## src/hdl/cse_pkg.sv

```systemverilog
// Shared types and constants of the CAN signal extractor.
// No dependencies; imported by every module of the block.
package cse_pkg;

  // Request kinds carried on the input tuser bit
  localparam logic REQ_LOAD  = 1'b0;
  localparam logic REQ_FRAME = 1'b1;

  // Frame length is clamped to this many bytes
  localparam logic [3:0] MAX_LEN = 4'd8;

  // Hit queue between front and back
  localparam int Q_DEPTH = 4;
  localparam int Q_PTR_W = 2;

  // Product magnitude cap and signed Q47.16 limits
  localparam logic [63:0] PROD_CAP = 64'h8000_0001_0000_0000;
  localparam logic [63:0] POS_LIM  = 64'h7FFF_FFFF_FFFF_FFFF;
  localparam logic [63:0] NEG_LIM  = 64'h8000_0000_0000_0000;

  typedef enum logic [1:0] {
    FE_IDLE,
    FE_WALK,
    FE_FLUSH
  } cse_fe_state_t;

  // Input tdata, last field in the lowest bits
  typedef struct packed {
    logic [5:0]  pad;
    logic [31:0] offset;
    logic [31:0] scale;
    logic [5:0]  bit_shift;
    logic [6:0]  bit_count;
    logic        big_endian;
    logic [2:0]  last_byte;
    logic [2:0]  first_byte;
    logic [4:0]  entry_index;
    logic [3:0]  length;
    logic [63:0] payload;
    logic [28:0] can_id;
  } cse_in_t;

  // Output tdata, last field in the lowest bits
  typedef struct packed {
    logic [2:0]  pad;
    logic [31:0] seen_mask;
    logic [63:0] value;
    logic [4:0]  field_index;
  } cse_out_t;

  // One table entry: byte layout part
  typedef struct packed {
    logic [5:0]  bit_shift;
    logic [6:0]  bit_count;
    logic        big_endian;
    logic [2:0]  last_byte;
    logic [2:0]  first_byte;
    logic [28:0] can_id;
  } cse_layout_t;

  // One table entry: scaling part
  typedef struct packed {
    logic [31:0] offset;
    logic [31:0] scale;
  } cse_scaling_t;

  // Result bookkeeping that rides along the back pipeline
  typedef struct packed {
    logic        matched;
    logic [4:0]  field_index;
    logic [31:0] seen_mask;
    logic        last;
  } cse_meta_t;

  // One decode job handed from front to back
  typedef struct packed {
    cse_meta_t    meta;
    cse_layout_t  layout;
    cse_scaling_t scaling;
    logic [63:0]  payload;
  } cse_job_t;

endpackage

```

## src/hdl/cse_queue.sv

```systemverilog
// Short FIFO of decode jobs between the front walk and the back pipeline.
// Depends on cse_pkg for the job type and depth.
module cse_queue
  import cse_pkg::*;
(
  input  logic     clk,
  input  logic     rst_n,
  input  logic     push,
  input  cse_job_t push_data,
  output logic     full,
  input  logic     pop,
  output logic     head_vld,
  output cse_job_t head_data
);

  cse_job_t           slot_r [Q_DEPTH];
  logic [Q_PTR_W-1:0] wr_ptr_r;
  logic [Q_PTR_W-1:0] rd_ptr_r;
  logic [Q_PTR_W:0]   cnt_r;
  logic               do_push;
  logic               do_pop;

  assign full      = (cnt_r == (Q_PTR_W + 1)'(Q_DEPTH));
  assign head_vld  = (cnt_r != '0);
  assign head_data = slot_r[rd_ptr_r];
  assign do_push   = push && !full;
  assign do_pop    = pop && head_vld;

  // Pointers and fill count
  always_ff @(posedge clk) begin
    if (!rst_n) begin
      wr_ptr_r <= '0;
      rd_ptr_r <= '0;
      cnt_r    <= '0;
    end else begin
      if (do_push) begin
        wr_ptr_r <= wr_ptr_r + 1'b1;
      end
      if (do_pop) begin
        rd_ptr_r <= rd_ptr_r + 1'b1;
      end
      cnt_r <= cnt_r + (Q_PTR_W + 1)'(do_push) - (Q_PTR_W + 1)'(do_pop);
    end
  end

  // Storage
  always_ff @(posedge clk) begin
    if (do_push) begin
      slot_r[wr_ptr_r] <= push_data;
    end
  end

  a_no_underflow: assert property (@(posedge clk) disable iff (!rst_n)
    pop |-> head_vld)
    else $error("pop from an empty queue");

  a_count_step: assert property (@(posedge clk) disable iff (!rst_n)
    (do_push && !do_pop) |=> (cnt_r == $past(cnt_r) + 1'b1))
    else $error("fill count did not follow a push");

  a_count_bound: assert property (@(posedge clk) disable iff (!rst_n)
    cnt_r <= (Q_PTR_W + 1)'(Q_DEPTH))
    else $error("fill count above queue depth");

endmodule

```

## config.mk

```make
export PLATFORM = sky130hd
export DESIGN_NAME = cse_queue
export DESIGN_NICKNAME = d
export VERILOG_FILES = /design/src/hdl/cse_pkg.sv /design/src/hdl/cse_queue.sv
export SDC_FILE = /design/constraint.sdc
export NUM_CORES = 1
export LEC_CHECK = 0
export ABC_CLOCK_PERIOD_IN_PS = 6050
export BUFFER_PORTS_ARGS = -buffer_cell sky130_fd_sc_hd__buf_4
export CAP_MARGIN = 20
export CELL_PAD_IN_SITES_DETAIL_PLACEMENT = 1
export CELL_PAD_IN_SITES_GLOBAL_PLACEMENT = 1
export CORE_MARGIN = 10
export CORE_UTILIZATION = 46
export DETAILED_ROUTE_END_ITERATION = 7
export PLACE_DENSITY_LB_ADDON = 0.1
export SLEW_MARGIN = 15
export SYNTH_ARGS = -nofsm -noshare
export SYNTH_HDL_FRONTEND = slang
export SYNTH_SLANG_ARGS = --single-unit
```

## constraint.sdc

```tcl
create_clock -name clk -period 6.05 [get_ports clk]
set_input_delay 0.3025 -clock clk [delete_from_list [all_inputs] [get_ports clk]]
set_output_delay 0.3025 -clock clk [all_outputs]
set_load 0.03 [all_outputs]
```

; Word level (Yosys, flattened, before mapping)
; Memories as Yosys holds them, arrays and structs flattened. A register that Yosys moved wholly into a read port is not among the register bits.
; Cells that the tools add are included.
[classes]
n_eq_ne = 1
muxes = 4
reduce_logical = 4
add_sub_neg = 4
[ops]
columns = cell, count
row1 = "2-bit by 1-bit adder with 2-bit output, second input constant", 2
row2 = 2-bit two-way mux, 2
row3 = 3-bit by 1-bit adder with 3-bit output, 1
row4 = "3-bit == test, second input constant", 1
row5 = 3-bit nonzero test, 1
row6 = 3-bit by 1-bit subtractor with 3-bit output, 1
row7 = 1-bit logical AND, 2
row8 = 1-bit two-way mux, 2
row9 = 1-bit logical NOT, 1
[totals]
word_cells = 17
in_bits = 220
regBits = 7
mem_count = 1
out_inout_bits = 218
mem_bits_rw = 864
[mem_list]
columns = name, words, width, rd, rd_ports_with_merged_regs, write_ports, line_no
row1 = slot_r, 4, 216, 1, 1, 1, cse_queue.sv:16  ; cse_job_t slot_r [Q_DEPTH];

; Longest topological paths before layout
; Gate-level depths: netlist of run 1.
[depth]
depth_word = 5
ltp_mapped = 12
mapped_depth_nobuf = 11

; Worst setup path after synthesis of run 1
; Ideal clock, no wire load.
[synth_timing]
path_type = reg-to-reg
startpoint = register cnt_r[1]
endpoint = memory slot_r[0][0] (netlist name) (enable)
path_stages_with_launch = 5
setup_ns = 0.603
arrival_ns = 5.929
path_buffers = 1
required_time_ns = 5.447
path_slack_ns = -0.482
synth_period_minus_slack_ns = 6.532
path_cell_list = dfxtp_1 nor3b_1 nor2b_1 clkbuf_1 and2_1
[synth_between]
elab_chain_len = 5
[synth_lines]
columns = element, line_no
row1 = from (decl), cse_queue.sv:19  ; logic [Q_PTR_W:0] cnt_r;
row2 = from (signal assigned), cse_queue.sv:42  ; cnt_r <= cnt_r + (Q_PTR_W + 1)'(do_push) - (Q_PTR_W + 1)'(do_pop);
row3 = 3-bit == test, cse_queue.sv:23  ; assign full = (cnt_r == (Q_PTR_W + 1)'(Q_DEPTH));
row4 = net full, cse_queue.sv:10  ; output logic full,
row5 = 1-bit logical NOT, cse_queue.sv:26  ; assign do_push = push && !full;
row6 = 1-bit logical AND, cse_queue.sv:26
row7 = 1-bit two-way mux, cse_queue.sv:48  ; if (do_push) begin
row8 = 1-bit two-way mux (not written as such), cse_queue.sv:49  ; slot_r[wr_ptr_r] <= push_data;
row9 = to (decl), cse_queue.sv:16
; The timed path passes the listed nets, and every way through them passes these cells.

==> flow_summary_export.csv, run 1 <==
group,metric,value,unit
routing,vias,15000,
routing,ant_nets,0,
worst_setup_path,crit_family,"buffers and inverters",
worst_setup_path,crit_type,"register to primary output",
routing,wirelength,73.7,mm
worst_setup_path,critPathArrivalTime,3.05,ns
place,dp_hpwl,44.8,mm
global_routing,grt_max_degree,123,
logic_synthesis,yosys.area.top_type,"edfxtp_1",
final_layout,nets,2117,
global_routing,antenna_found_initial,11,
global_routing,gr-total-overflow,0,
worst_setup_path,cp-start-kind,"register",
clock_tree,numCtsBuffers,90,
logic_synthesis,syn_area,0.0316,sq mm
routing,wl_per_cell,25.8,microns
routing,drtIter0Drc,964,
logic_synthesis,syn_avg_cell_area,26.9,sq um
final_layout,final_common_cell,"edfxtp_1",
worst_setup_path,cp-end-kind,"primary output",
clock_tree,cts_max_path_buffers,3,
die,start_util,0.463,
logic_synthesis,synth_top_area_frac,0.821,
die,pin_count,438,
timing,fmax,298,MHz
hold_path,hold_path_class,"input port to register",
timing,finalClockSkew,0.0186,ns
power,p_leak,0.0138,uW
global_routing,grt_pass1_wl,109,mm
worst_setup_path,crit_required,5.75,ns
clock_tree,clock_sinks,873,
logic_synthesis,synth-seq-area-share,0.826,
final_layout,fill_cells,5659,
run,drv_cap,0,
timing,rsz0062_at_grt,"no",
clock_tree,clk_pin_slew_worst_paths,0.06,ns
timing,final_max_slew_viol_count,0,
die,coreArea,0.0683,sq mm
logic_synthesis,synthAdderAreaFrac,0.00301,
logic_synthesis,synth_cell_types,19,
final_layout,area_growth,29.4,%
power,power,17800,uW
power,vdd_drop_max,0.000378,V
timing,max_slew_margin,0.377,
logic_synthesis,yosys_warnings,0,
logic_synthesis,synth_top_family_by_area,"multiplexers",
logic_synthesis,syn_nets,1403,
worst_setup_path,slowest_stage,"dfxtp_4",
worst_setup_path,critPathMostFrequentCell,"buf_4",
routing,firstDrtPassIters,4,
worst_setup_path,r2r-start,"cnt_r[1]$_SDFF_PN0_",
place,port_buffers,437,
timing,post-route-period-util,0.554,
timing,worstMarginPinSlew,0.934,ns
final_layout,layout_common_cells,"edfxtp_1, buf_4, dlygate4sd3_1",
logic_synthesis,ys_ff_latch,873,
logic_synthesis,muxShareOfSynthArea,0.154,
clock_tree,cts-htree-levels,3,
logic_synthesis,synth_xor_area_frac,0.00111,
logic_synthesis,synth_compound_area_frac,0.000554,
global_routing,grt_pass1_vias,16700,
clock_tree,cts_tree,"yes",
die,chipWidth,282,microns
logic_synthesis,synth.area.top_cells,"edfxtp_1, mux4_2, buf_6",
clock_tree,clock_latency,0.63,ns
timing,setup_viol,0,
logic_synthesis,synthSimpleGateAreaFrac,0.00309,
worst_setup_path,crit_path_cell_trace,"buf_4 -> mux4_2 -> buf_4",
routing,post_drt_via_cell_ratio,5.26,
power,power.density,435,mW/mm^2
worst_setup_path,cp_max_fo,36,
place,gp_routability_congestion,0.726,
timing,period_needed,3.35,ns
hold_path,holdCritStartpoint,"pop",
outcome,outcome,"finished, final reports clean",
clock_tree,cts-root-buf,"clkbuf_16",
worst_setup_path,cpPeakStageDelay,0.86,ns
worst_setup_path,crit_buf_inv,2,
die,rows,96,
timing,fin_tns_setup,0,ns
routing,remaining_drc_errors,0,
logic_synthesis,netlist_instances,1176,
clock_tree,cts_hold_buf,217,
global_routing,grt_usage,0.184,
final_layout,drive_above_1_share,0.410,
die,fp.dieH,282,microns
clock_tree,cts-resized-gates,0,
clock_tree,cts_setup_buffers,0,
timing,hold_viol,0,
die,dieArea,0.0796,sq mm
synthesized netlist by cell type:
library cell	number
edfxtp_1	864
mux4_2	216
buf_2	24
buf_6	17
dfxtp_1	9
clkbuf_1	8
and2_1	7
ha_1	6
inv_1	5
nand2_1	4
nor2b_1	4
xnor2_1	4
mux2i_1	2
buf_1	1
fa_1	1
nor3b_1	1
o311ai_0	1
o31a_1	1
or3_1	1
power by group:
part	internal (uW)	switching, uW
Clock	3040	2240
Sequential	7330	213
Combinational	2030	2950
Total	12400	5400
registers in the layout, summed over array words and instances (netlist names), named ones only:
signal    flops
cnt_r         3
rd_ptr_r      2
slot_r      864
wr_ptr_r      2
layer usage:
| layer | global-route usage | share of wire | vias up | wire length, microns |
|---|---|---|---|---|
| li1 | - | - | 6554 | - |
| met1 | 0.233 | 0.39 | 7933 | 29000 |
| met2 | 0.305 | 0.51 | 422 | 37700 |
| met3 | 0.0531 | 0.075 | 91 | 5500 |
| met4 | 0.0559 | 0.021 | 4 | 1530 |
| met5 | 0 | 0.00029 | - | 21 |
per-stage QoR:
stage | area (sq um) | worst slack [ns] | cells | util | hold slack, ns
after detailed placement | 35900 | 2.99 | 2463 | 0.525 | 0.505
after CTS | 40900 | 2.52 | 2845 | 0.598 | 0.135
after global routing | 40900 | 2.41 | 2850 | 0.599 | 0.181
final | 40900 | 2.70 | 2854 | 0.599 | 0.167
after global placement | 35900 | 3.06 | 2463 | 0.525 | 0.492
after floorplan | 31600 | 1.94 | 1176 | - | 0.401
area by class of cell:
cell class / count / area (sq um) / area share
clock inverters: 54 / 417 / 0.0102
clock buffers: 111 / 2400 / 0.0588
inverters: 5 / 18.8 / 0.000459
well taps: 882 / 1100 / 0.0270
multi-input cells: 248 / 5140 / 0.126
repair buffers: 672 / 5690 / 0.139
diodes: 9 / 22.5 / 0.000550
flip-flops and latches: 873 / 26100 / 0.639
cells by family (layout without fill, tap and decap cells):
logic type,count (synthesis),count (layout)
AO/OA/AOI/OAI,2,2
XOR/XNOR,4,4
adder cells (fa/ha/maj),7,7
buffers and inverters,55,842
flip-flops,873,873
multiplexers,218,218
other,0,9
AND/OR/NAND/NOR,17,17
tightest hold or removal path, stage by stage:
cell and delay (ns):
buf_4 0.09, o31a_1 0.17, xnor2_1 0.09, nor2b_1 0.10
final timing paths:
kind,to,slack (ns),depth (start not counted)
setup / recovery,head_data[165],2.70,3
hold / removal,register,0.17,4
setup reg to reg,slot_r[1][127]$_DFFE_PP_,3.03,4
hold reg to reg,wr_ptr_r[0]$_SDFFE_PN0P_,0.52,2
(Power assumes the default switching activity.)
==> run 2: changes to the inputs <==
Settings changed: ABC_CLOCK_PERIOD_IN_PS 6050 to 3050.
Clock period 6.05 ns to 3.05 ns, I/O delays scaled along.
==> run 2 against run 1 <==
  * Hold slack got worse by 0.062 ns
  * Sequential share of layout area fell by 0.55 points
  * Total power rose by 100%
  * Sequential power rose by 98%
  * Via count rose by 1.1%
  * Clock power rose by 95%
  * Highest routed layer unchanged
==> flow_summary_export.csv, run 2 (same netlist as run 1, synthesis figures left out) <==
group,metric,value,unit
outcome,outcome,"finished, final reports clean",
timing,rsz0062_at_grt,"no",
timing,fmax,368,MHz
final_layout,largest_reg_flops,864,
routing,wirelength,75.1,mm
final_layout,final_common_cell,"edfxtp_1",
power,p_leak,0.0139,uW
clock_tree,cts_tree,"yes",
worst_setup_path,crit_required,2.90,ns
die,fp.dieH,282,microns
global_routing,antenna_found_initial,9,
clock_tree,clk_pin_slew_worst_paths,0.05,ns
die,dieArea,0.0796,sq mm
hold_path,hold_path_class,"input port to register",
clock_tree,cts-htree-levels,3,
worst_setup_path,critPathArrivalTime,2.56,ns
final_layout,fin_util,0.604,
power,pwr-share-seq,0.418,
worst_setup_path,worstRegToRegCells,11,
hold_path,hold_depth,4,
clock_tree,cts-root-buf,"clkbuf_16",
die,start_util,0.463,
power,p_clk_frac,0.291,
worst_setup_path,cp_max_fo,24,
worst_setup_path,r2r-start,"cnt_r[2]$_SDFF_PN0_",
worst_setup_path,cp-end-kind,"primary output",
global_routing,grt_max_degree,74,
final_layout,drive_above_1_share,0.413,
hold_path,holdCritStartpoint,"push",
clock_tree,clock_latency,0.63,ns
clock_tree,cts_setup_buffers,0,
place,port_buffers,437,
power,power.density,860,mW/mm^2
run,drv_cap,0,
clock_tree,numCtsBuffers,89,
timing,max_slew_margin,0.596,
global_routing,grt_usage,0.188,
global_routing,grt_pass1_wl,112,mm
timing,worstMarginPinSlew,0.607,ns
global_routing,grt_pass1_vias,17100,
worst_setup_path,crit_type,"register to primary output",
routing,firstDrtPassIters,4,
timing,hold_viol,0,
routing,remaining_drc_errors,0,
power,p_switching,10700,uW
timing,period_needed,2.71,ns
final_layout,layout_common_cells,"edfxtp_1, buf_4, dlygate4sd3_1",
final_layout,area_growth,30.6,%
place,dp_hpwl,47.5,mm
worst_setup_path,cp-start-kind,"register",
die,chipWidth,282,microns
global_routing,gr-total-overflow,0,
routing,ant_nets,0,
final_layout,nets,2145,
power,vdd_drop_max,0.000643,V
timing,finalClockSkew,0.0174,ns
clock_tree,clock_sinks,873,
power,p_comb_frac,0.290,
timing,setup_viol,0,
routing,vias,15200,
timing,fin_tns_setup,0,ns
die,coreArea,0.0683,sq mm
final_layout,reg.largest.list,"slot_r: 864 flops, cnt_r: 3 flops",
power,p_int,24800,uW
die,rows,96,
final_layout,top_register,"slot_r",
routing,drtIter0Drc,928,
routing,wl_per_cell,26.1,microns
routing,post_drt_via_cell_ratio,5.28,
timing,post-route-period-util,0.890,
power,switching_share,0.302,
die,pin_count,438,
clock_tree,cts_max_path_buffers,3,
place,gp_routability_congestion,0.729,
timing,final_max_slew_viol_count,0,
[run 2: cell type report]
cell class | count | area [sq um]
Clock inverter | 46 | 429
Inverter | 5 | 18.8
Clock buffer | 113 | 2340
Timing Repair Buffer | 701 | 6110
Antenna cell | 5 | 12.5
Multi-Input combinational cell | 248 | 5140
Sequential cell | 873 | 26100
Fill cell | 5693 | 27100
Tap cell | 882 | 1100
[run 2: path summary, 6_finish.rpt]
path                              endpoint  slack, ns
hold reg to reg   wr_ptr_r[1]$_SDFFE_PN0P_       0.52
hold / removal    wr_ptr_r[0]$_SDFFE_PN0P_       0.10
setup reg to reg       cnt_r[2]$_SDFF_PN0_       0.71
setup / recovery             head_data[72]       0.34
[run 2: worst max-delay path, stage by stage (launching register included)]
cell,delay [ns]
dfxtp_4,0.58
buf_12,0.28
buf_12,0.26
mux4_2,0.56
buf_4,0.19
[run 2: power groups by stage]
stage	Sequential [uW]	Combinational, uW	Clock [uW]
3_3_place_gp	15000	10300	0
3_5_place_dp	15100	10300	0
2_1_floorplan	15100	6380	0
5_1_grt	15000	10900	11100
6_report	14900	10300	10300
4_1_cts	14900	10600	10600
[run 2: repair_timing]
action,4_1_cts,5_1_grt
endpoints found under the setup margin,0,0
hold buffers,218,0
resized for setup,0,0
hold endpoints to repair,873,0
[run 2: layer usage]
metal / global-route usage / routed length, microns
met5: 0 / 58
met4: 0.0616 / 2070
met3: 0.0536 / 5230
met2: 0.315 / 38100
met1: 0.236 / 29600
[run 2: stage by stage]
step                      worst slack [ns]  hold WS (ns)  total power, uW  cell area [sq um]  std cells
after floorplan                      -1.06         0.251            21400              31600       1176
after CTS                            0.240        0.0671            36100              41300       2868
after global placement               0.831         0.351            25300              36300       2491
final                                0.336         0.104            35500              41300       2873
after detailed placement             0.685         0.356            25400              36300       2491
after global routing                 0.188         0.108            37000              41300       2871
