[src/hdl/cse_pkg.sv]
// Shared types and constants of the CAN signal extractor.
// No dependencies; imported by every module of the block.
package cse_pkg;

  // Request kinds carried on the input tuser bit
  localparam logic REQ_LOAD  = 1'b0;
  localparam logic REQ_FRAME = 1'b1;

  // Frame length is clamped to this many bytes
  localparam logic [3:0] MAX_LEN = 4'd8;

  // Hit queue between front and back
  localparam int Q_DEPTH = 4;
  localparam int Q_PTR_W = 2;

  // Product magnitude cap and signed Q47.16 limits
  localparam logic [63:0] PROD_CAP = 64'h8000_0001_0000_0000;
  localparam logic [63:0] POS_LIM  = 64'h7FFF_FFFF_FFFF_FFFF;
  localparam logic [63:0] NEG_LIM  = 64'h8000_0000_0000_0000;

  typedef enum logic [1:0] {
    FE_IDLE,
    FE_WALK,
    FE_FLUSH
  } cse_fe_state_t;

  // Input tdata, last field in the lowest bits
  typedef struct packed {
    logic [5:0]  pad;
    logic [31:0] offset;
    logic [31:0] scale;
    logic [5:0]  bit_shift;
    logic [6:0]  bit_count;
    logic        big_endian;
    logic [2:0]  last_byte;
    logic [2:0]  first_byte;
    logic [4:0]  entry_index;
    logic [3:0]  length;
    logic [63:0] payload;
    logic [28:0] can_id;
  } cse_in_t;

  // Output tdata, last field in the lowest bits
  typedef struct packed {
    logic [2:0]  pad;
    logic [31:0] seen_mask;
    logic [63:0] value;
    logic [4:0]  field_index;
  } cse_out_t;

  // One table entry: byte layout part
  typedef struct packed {
    logic [5:0]  bit_shift;
    logic [6:0]  bit_count;
    logic        big_endian;
    logic [2:0]  last_byte;
    logic [2:0]  first_byte;
    logic [28:0] can_id;
  } cse_layout_t;

  // One table entry: scaling part
  typedef struct packed {
    logic [31:0] offset;
    logic [31:0] scale;
  } cse_scaling_t;

  // Result bookkeeping that rides along the back pipeline
  typedef struct packed {
    logic        matched;
    logic [4:0]  field_index;
    logic [31:0] seen_mask;
    logic        last;
  } cse_meta_t;

  // One decode job handed from front to back
  typedef struct packed {
    cse_meta_t    meta;
    cse_layout_t  layout;
    cse_scaling_t scaling;
    logic [63:0]  payload;
  } cse_job_t;

endpackage

[src/hdl/cse_front.sv]
// Front end: table memory, load handling and the per-frame table walk.
// Depends on cse_pkg; pushes decode jobs into cse_queue.
module cse_front
  import cse_pkg::*;
#(
  parameter int TABLE_DEPTH = 32
) (
  input  logic       clk,
  input  logic       rst_n,
  input  logic       in_tvalid,
  output logic       in_tready,
  input  logic       in_tuser,
  input  logic [191:0] in_tdata,
  input  logic       cfg_valid,
  output logic       cfg_ready,
  input  logic [5:0] cfg_data,
  output logic       q_push,
  output cse_job_t   q_push_data,
  input  logic       q_full
);

  localparam int IDX_W = (TABLE_DEPTH > 1) ? $clog2(TABLE_DEPTH) : 1;
  localparam int CNT_W = $clog2(TABLE_DEPTH + 1);

  cse_layout_t  lay_mem [TABLE_DEPTH];
  cse_scaling_t scl_mem [TABLE_DEPTH];

  cse_fe_state_t    state_r, state_nxt;
  logic [5:0]       tcount_r;
  logic [CNT_W-1:0] cnt_lim_r, cnt_lim_nxt;
  logic [CNT_W-1:0] rd_cnt_r, rd_cnt_nxt;
  logic             cmp_vld_r, cmp_vld_nxt;
  logic [IDX_W-1:0] cmp_idx_r, cmp_idx_nxt;
  logic             pend_vld_r, pend_vld_nxt;
  cse_job_t         pend_r, pend_nxt;
  logic [31:0]      mask_r, mask_nxt;
  logic [28:0]      id_r, id_nxt;
  logic [63:0]      payload_r, payload_nxt;
  logic [3:0]       len_r, len_nxt;
  cse_layout_t      lay_rd_r;
  cse_scaling_t     scl_rd_r;

  cse_in_t          in_f;
  logic             in_acc;
  logic             load_we;
  logic [6:0]       lim_full;
  logic [CNT_W-1:0] cnt_lim;
  logic             rd_en;
  logic             hit;
  logic             stall;
  cse_job_t         hit_job;
  cse_job_t         flush_job;

  assign in_f   = cse_in_t'(in_tdata);
  assign in_acc = in_tvalid && in_tready;
  assign load_we = in_acc && (in_tuser == REQ_LOAD) &&
                   (6'(in_f.entry_index) < 6'(TABLE_DEPTH));
  // Register write taken whenever out of reset
  assign cfg_ready = rst_n;

  // Entries walked: register value clamped to the table depth
  assign lim_full = (7'(tcount_r) > 7'(TABLE_DEPTH)) ? 7'(TABLE_DEPTH) : 7'(tcount_r);
  assign cnt_lim  = lim_full[CNT_W-1:0];

  // Match check on the table entry held in the read register
  assign hit = cmp_vld_r && (lay_rd_r.can_id == id_r) &&
               ({1'b0, lay_rd_r.last_byte} < len_r);
  assign stall = (state_r == FE_WALK) && hit && pend_vld_r && q_full;
  assign rd_en = (state_r == FE_WALK) && !stall && (rd_cnt_r < cnt_lim_r);

  // Job built from a hit
  always_comb begin
    hit_job                   = '0;
    hit_job.meta.matched      = 1'b1;
    hit_job.meta.field_index  = 5'(cmp_idx_r);
    hit_job.meta.seen_mask    = mask_r | (32'd1 << cmp_idx_r);
    hit_job.meta.last         = 1'b0;
    hit_job.layout            = lay_rd_r;
    hit_job.scaling           = scl_rd_r;
    hit_job.payload           = payload_r;
  end

  // Final job of a frame: pending hit marked last, or the no-hit result
  always_comb begin
    flush_job = '0;
    if (pend_vld_r) begin
      flush_job = pend_r;
    end
    flush_job.meta.last = 1'b1;
  end

  // Next state and queue push
  always_comb begin
    state_nxt    = state_r;
    cnt_lim_nxt  = cnt_lim_r;
    rd_cnt_nxt   = rd_cnt_r;
    cmp_vld_nxt  = cmp_vld_r;
    cmp_idx_nxt  = cmp_idx_r;
    pend_vld_nxt = pend_vld_r;
    pend_nxt     = pend_r;
    mask_nxt     = mask_r;
    id_nxt       = id_r;
    payload_nxt  = payload_r;
    len_nxt      = len_r;
    in_tready    = 1'b0;
    q_push       = 1'b0;
    q_push_data  = pend_r;
    case (state_r)
      FE_IDLE: begin
        in_tready = rst_n;
        if (in_acc && (in_tuser == REQ_FRAME)) begin
          id_nxt       = in_f.can_id;
          payload_nxt  = in_f.payload;
          len_nxt      = (in_f.length > MAX_LEN) ? MAX_LEN : in_f.length;
          cnt_lim_nxt  = cnt_lim;
          rd_cnt_nxt   = '0;
          cmp_vld_nxt  = 1'b0;
          pend_vld_nxt = 1'b0;
          mask_nxt     = '0;
          state_nxt    = FE_WALK;
        end
      end
      FE_WALK: begin
        if (!stall) begin
          cmp_vld_nxt = rd_en;
          cmp_idx_nxt = rd_cnt_r[IDX_W-1:0];
          rd_cnt_nxt  = rd_cnt_r + CNT_W'(rd_en);
          if (hit) begin
            q_push       = pend_vld_r;
            q_push_data  = pend_r;
            pend_nxt     = hit_job;
            pend_vld_nxt = 1'b1;
            mask_nxt     = hit_job.meta.seen_mask;
          end
          if (rd_cnt_r == cnt_lim_r) begin
            state_nxt = FE_FLUSH;
          end
        end
      end
      FE_FLUSH: begin
        q_push_data = flush_job;
        if (!q_full) begin
          q_push    = 1'b1;
          state_nxt = FE_IDLE;
        end
      end
      default: begin
        state_nxt = FE_IDLE;
      end
    endcase
  end

  // Control registers
  always_ff @(posedge clk) begin
    if (!rst_n) begin
      state_r    <= FE_IDLE;
      tcount_r   <= '0;
      cmp_vld_r  <= 1'b0;
      pend_vld_r <= 1'b0;
      rd_cnt_r   <= '0;
      cnt_lim_r  <= '0;
    end else begin
      state_r    <= state_nxt;
      cmp_vld_r  <= cmp_vld_nxt;
      pend_vld_r <= pend_vld_nxt;
      rd_cnt_r   <= rd_cnt_nxt;
      cnt_lim_r  <= cnt_lim_nxt;
      if (cfg_valid && cfg_ready) begin
        tcount_r <= cfg_data;
      end
    end
  end

  // Frame data and walk payload
  always_ff @(posedge clk) begin
    cmp_idx_r <= cmp_idx_nxt;
    pend_r    <= pend_nxt;
    mask_r    <= mask_nxt;
    id_r      <= id_nxt;
    payload_r <= payload_nxt;
    len_r     <= len_nxt;
  end

  // Table memory: written by loads, read one entry per unstalled walk cycle
  always_ff @(posedge clk) begin
    if (load_we) begin
      lay_mem[in_f.entry_index[IDX_W-1:0]] <= '{
        bit_shift:  in_f.bit_shift,
        bit_count:  in_f.bit_count,
        big_endian: in_f.big_endian,
        last_byte:  in_f.last_byte,
        first_byte: in_f.first_byte,
        can_id:     in_f.can_id
      };
      scl_mem[in_f.entry_index[IDX_W-1:0]] <= '{offset: in_f.offset, scale: in_f.scale};
    end
    if (rd_en) begin
      lay_rd_r <= lay_mem[rd_cnt_r[IDX_W-1:0]];
      scl_rd_r <= scl_mem[rd_cnt_r[IDX_W-1:0]];
    end
  end

  a_push_room: assert property (@(posedge clk) disable iff (!rst_n)
    q_push |-> !q_full)
    else $error("front pushed into a full queue");

  a_walk_bound: assert property (@(posedge clk) disable iff (!rst_n)
    (state_r == FE_WALK) |-> (rd_cnt_r <= cnt_lim_r))
    else $error("walk counter ran past the entry count");

  a_frame_walk: assert property (@(posedge clk) disable iff (!rst_n)
    (in_acc && (in_tuser == REQ_FRAME)) |=> (state_r == FE_WALK) && !pend_vld_r)
    else $error("frame accepted without starting a fresh walk");

endmodule

[config.mk]
export PLATFORM = sky130hd
export DESIGN_NAME = cse_front
export DESIGN_NICKNAME = d
export VERILOG_FILES = /design/src/hdl/cse_pkg.sv /design/src/hdl/cse_front.sv
export SDC_FILE = /design/constraint.sdc
export NUM_CORES = 2
export LEC_CHECK = 0
export BUFFER_PORTS_ARGS = -buffer_cell sky130_fd_sc_hd__buf_2
export CAP_MARGIN = 20
export CORE_UTILIZATION = 35
export DETAILED_ROUTE_END_ITERATION = 16
export GPL_TIMING_DRIVEN = 1
export PLACE_DENSITY = 0.6
export SLEW_MARGIN = 10
export SYNTH_ARGS = -nofsm -noshare
export SYNTH_HDL_FRONTEND = slang
export SYNTH_SLANG_ARGS = --single-unit
[constraint.sdc]
create_clock -name clk -period 7.63 [get_ports clk]
set_input_delay 0.763 -clock clk [delete_from_list [all_inputs] [get_ports clk]]
set_output_delay 0.763 -clock clk [all_outputs]
set_load 0.01 [all_outputs]
; Word level (Yosys, flattened, before mapping)
; Memories as Yosys holds them, arrays and structs flattened. A register that Yosys moved wholly into a read port is not among the register bits.
; Cells that the tools add are included.
; W data, S select, Z words.
[word_totals]
regBits = 370
mem_bits_rw = 3616
output_inout_bits = 219
memories = 2
[classes]
addsub = 1
n_lt_le_gt_ge = 4
n_eq_ne = 9
shift = 1
n_mux = 28
bitwise = 3
reduce_logical = 20
[mem_list]
columns = memory, words, width, rd, rd_ports_with_merged_regs, write_ports, line
row1 = scl_mem, 32, 64, 1, 1, 1, cse_front.sv:26  ; cse_scaling_t scl_mem [TABLE_DEPTH];
row2 = lay_mem, 32, 49, 1, 1, 1, cse_front.sv:25  ; cse_layout_t lay_mem [TABLE_DEPTH];
[op_table]
columns = op, count
row1 = $mux W216, 2
row2 = $mux W32, 3
row3 = $pmux W32 S2, 1
row4 = $or A32 B32 Y32, 1
row5 = $shl A1 B5 Y32 const A, 1
row6 = $eq A29 B29 Y1, 1
row7 = $mux W6, 3
row8 = $pmux W6 S2, 1
row9 = $logic_and A1 B1 Y1, 11
row10 = $mux W1, 10
row11 = $mux W2, 4
row12 = $ne A2 B2 Y1 const B, 4
row13 = $reduce_and A4 Y1, 2
row14 = $add A6 B1 Y6, 1
row15 = $eq A6 B6 Y1, 1
row16 = $gt A6 B6 Y1 const B, 1
row17 = $lt A6 B6 Y1, 1
row18 = $pmux W1 S2, 3
row19 = $pmux W2 S3, 1
row20 = $reduce_and A3 Y1, 2
row21 = $gt A4 B4 Y1 const B, 1
row22 = $lt A3 B4 Y1, 1
row23 = $reduce_and A2 Y1, 2
row24 = $eq A2 B1 Y1 const B, 1
row25 = 6 further kinds, 7

; Logic depth before layout (Yosys ltp)
[depth]
ltp_word = 12
depth_mapped = 18

; Least setup slack after synthesis
; No wires, ideal clock.
[synth_timing]
kind = reg2reg
from = register rd_cnt_r[0]
to = register rd_cnt_r[5]
setup_time_ns = 0.127
t_arrival_ns = 8.004
required_time_ns = 7.503
setup_slack_ns = -0.501
path_stages_with_launch = 19
n_path_buf = 4
synth_period_minus_slack_ns = 8.131
cell_sequence = dfxtp_1 buf_2 buf_6 buf_6 buf_4 inv_1 ha_1 nor2b_1 o21a_1 o21a_1 o211ai_1 nand4b_1 nor2_1 ha_1 and3_1 nand3_1 nand4_1 nand2_1 or3b_1
[synth_between]
elab_chain_len = 5
[synth_rtl]
columns = element, line
row1 = start: declaration, cse_front.sv:31  ; logic [CNT_W-1:0] rd_cnt_r, rd_cnt_nxt;
row2 = start signal: assignment, cse_front.sv:166  ; rd_cnt_r <= rd_cnt_nxt;
row3 = $lt A6 B6 Y1, cse_front.sv:69  ; assign rd_en = (state_r == FE_WALK) && !stall && (rd_cnt_r < cnt_lim_r);
row4 = $logic_and A1 B1 Y1, cse_front.sv:69
row5 = $add A6 B1 Y6 *, cse_front.sv:127  ; rd_cnt_nxt = rd_cnt_r + CNT_W'(rd_en);
row6 = $mux W6 *, cse_front.sv:124  ; if (!stall) begin
row7 = $pmux W6 S2 *, cse_front.sv:108  ; case (state_r)
; Every way passes the cells marked *; elsewhere a longest branch is shown, timed or not. The select of a mux whose other input is x is not followed.
; A chain may end at the register's enable or synchronous reset.

; Final worst setup path
[layout_timing]
from = register id_r[0]
to = output q_push
[layout_between]
elab_chain_len = 8
word_cells_on_any_way = 9
[layout_rtl]
columns = element, line
row1 = start: declaration, cse_front.sv:37  ; logic [28:0] id_r, id_nxt;
row2 = start signal: assignment, cse_front.sv:179  ; id_r <= id_nxt;
row3 = $eq A29 B29 Y1 *, cse_front.sv:66  ; assign hit = cmp_vld_r && (lay_rd_r.can_id == id_r) &&
row4 = $logic_and A1 B1 Y1 * (2 in a row), cse_front.sv:66
row5 = $logic_and A1 B1 Y1 (3 in a row), cse_front.sv:68  ; assign stall = (state_r == FE_WALK) && hit && pend_vld_r && q_full;
row6 = $mux W1 *, cse_front.sv:124
row7 = $pmux W1 S2 *, cse_front.sv:108
row8 = end: declaration, cse_front.sv:17  ; output logic q_push,
; Every way passes the cells marked *; elsewhere a longest branch is shown, timed or not.

==> flow_summary_export.csv <==
group,metric,value,unit
cts,cts_root_buf,"clkbuf_16",
grt,track_usage,17.5,%
floorplan,chipHeight,666,microns
finish,final_cell_mix,"4077 x edfxtp_1, 1130 x mux4_2, 416 x buf_2",
critical_path,criticalPathCategory,"flip-flop to output pin",
sta,finClkSkew,119,ps
critical_path,critPathSlowestCell,"nor4_2",
critical_path,worst_ep_arrival_time,4020,ps
yosys,syn_nets,6394,
cts,cts_tree,"done",
finish,final_util,40.7,%
yosys,yosysWarnings,0,
drt,wl_per_cell,30.0,microns
grt,grt_pass1_vias,71200,
yosys,synth_edf_count,4077,
drt,drtPass1Iterations,5,
floorplan,die_area,444000,sq um
place,gp_congestion,0.775,
drt,ant_nets,0,
power,p_per_area,261,nW/um^2
critical_path,r2r_slack,3040,ps
min_path,hold_path_class,"primary input to flip-flop",
finish,layout.cells.non_filler,13200,
sta,period_needed,4790,ps
sta,hold_viol,0,
drt,routed_wl,395000,microns
yosys,synthCells,6177,
place,placed_cell_area,164000,sq um
run,drv_cap,0,
grt,antenna_found_initial,93,
grt,overflow,0,
critical_path,slowest_delay,820,ps
drt,num_vias,69900,
grt,grt_max_degree,139,
drt,drt-initial-drc-count,7597,
power,peakVddDrop,0.202,mV
place,port_buffers,416,
sta,rsz0062_at_grt,"false",
sta,timing.slew.headroom,24.7,%
critical_path,path_max_fanout,3,
yosys,syn_area_per_cell,25.0,sq um
yosys,ys_types,49,
drt,drc,0,
status,outcome,"finished clean",
critical_path,critPathLaunchType,"flip-flop",
floorplan,ios,423,
sta,timing.fmax,0.209,GHz
yosys,yosysSeqAreaShare,79.6,%
cts,clk_latency,1040,ps
floorplan,core,438000,sq um
finish,stdcell_area,178000,sq um
critical_path,critPathTopFamily,"simple AND/OR/NAND/NOR gates",
place,dp_hpwl,196000,microns
cts,cts_sinks,4099,
cts,cts_buffers,412,
critical_path,cp_cell_sequence,"xor2_1 -> nor4_2 -> nand4_1 -> a211oi_1 -> a21oi_1 -> nor3b_1 -> buf_2",
critical_path,crit_required,6870,ps
cts,ctsResizeCount,0,
floorplan,fp.dieW,666,microns
sta,setup-violations-final,0,
floorplan,initial_utilization,35.2,%
critical_path,critPathCaptureType,"output pin",
finish,syn2layout_area_growth,15.6,%
finish,final_common_cell,"edfxtp_1",
finish,final_net_count,7131,
finish,layout-drive-gt1-share,33.5,%
yosys,synth.cell_area,154000,sq um
power,leakage,53.5,nW
cts,post_cts_buffers,0,
sta,finalCritPeriodShare,62.7,%
yosys,synth-seq-cells,4099,
sta,tns,0,ps
cts,cts_max_path_buffers,4,
floorplan,row_count,243,
place,dp.cells,12300,
sta,worstMarginPinSlew,1130,ps
grt,grt_pass1_wl,550000,microns
critical_path,path_buf_inv,1,
drt,vias_per_cell,5.31,
sta,report.final.slew_viol_count,0,
cts,holdBufCountCts,70,
yosys,synth_ff_type,"edfxtp_1",
cts,cts_max_level,5,
yosys,synthArstFlopShare,0,%
cts,clkTransAtPathRegs,60,ps
-- cells by family (layout without fill, tap and decap cells) --
group,Yosys count,after routing,share of synthesized area [%]
xor+xnor,28,28,0.159
buf+inv,323,1395,0.926
compound gates,69,69,0.336
mux,1251,1251,17.4
other cells,0,24,0
fa+ha+maj,13,13,0.105
simple gates,394,394,1.49
flops,4099,4099,79.6
-- cells in the mapped netlist, drive strengths merged, types with 2 or more instances --
master,count,area share [%]
and2,250,1.0
mux4,1130,16
o21ai,7,0.023
and4,2,0.011
nand2,27,0.066
or2,2,0.0081
a21oi,9,0.029
xnor2,11,0.062
nor4,8,0.032
nand2b,5,0.020
a211oi,3,0.015
mux2,113,0.82
nor2,44,0.11
mux2i,8,0.052
edfxtp,4077,79
a31o,8,0.045
o211ai,4,0.019
or3b,2,0.011
nand4,7,0.028
and3,2,0.0081
clkbuf,211,0.51
a2111oi,2,0.024
nor3,4,0.013
nand4b,3,0.017
xor2,17,0.096
ha,13,0.11
nand3b,5,0.024
inv,16,0.039
buf,96,0.37
nand3,8,0.026
a21o,27,0.13
nor3b,3,0.015
nor2b,20,0.081
dfxtp,22,0.29
o21a,2,0.0097
o311ai,2,0.011
-- cell type report --
type / count / area [sq um]
repair buffers: 630 / 4430
diodes: 24 / 60.1
clock buffers: 486 / 10600
well taps: 5880 / 7360
fillers: 37800 / 260000
clock inverters: 263 / 2700
inverters: 16 / 70.1
multi-input cells: 1755 / 30300
flip-flops and latches: 4099 / 123000
-- worst reg2reg max path, delay by kind of cell, from the launching register on --
family	cells	cell delay (ps)
buffers and inverters	3	2510
multiplexers	3	1350
flip-flops	1	430
-- state kept, by name, summed over array words and instances, names as in the netlist, 29 cells and up --
| name | cells |
|---|---|
| scl_mem | 2048 |
| id_r | 29 |
| payload_r | 64 |
| pend_r | 214 |
| lay_mem | 1568 |
| hit_job | 113 |
| mask_r | 32 |
-- metrics by stage --
stage	total power, mW	hold slack [ps]	worst slack [ps]
5_1_grt	47.9	89.2	2670
6_report	46.6	111	2840
3_5_place_dp	27.2	405	2770
2_1_floorplan	26.3	400	746
4_1_cts	47.0	31.8	2750
3_3_place_gp	27.1	401	2800
-- power breakdown --
part / total (mW) / leakage (nW) / internal [mW] / switching (mW)
logic: 1.56 / 10.2 / 0.486 / 1.08
clock network: 19.9 / 6.45 / 11.2 / 8.71
registers: 25.1 / 36.9 / 25.0 / 0.0942
total: 46.6 / 53.5 / 36.7 / 9.89
-- worst paths after layout --
kind | startpoint | end | cells after the start
min reg2reg | hit_job[93] | pend_r[93] | 0
max reg2reg | rd_cnt_r[1] | hit_job[73] | 6
max | id_r[0] | q_push | 7
min | cfg_data[3] | tcount_r[3] | 3
-- routing by layer --
layer  GRT usage, %  routed length, microns
met3           3.95                   30800
met2           28.8                  194000
met1           23.5                  160000
met4           4.31                   10100
met5              0                     268
(Power assumes the default switching activity.)
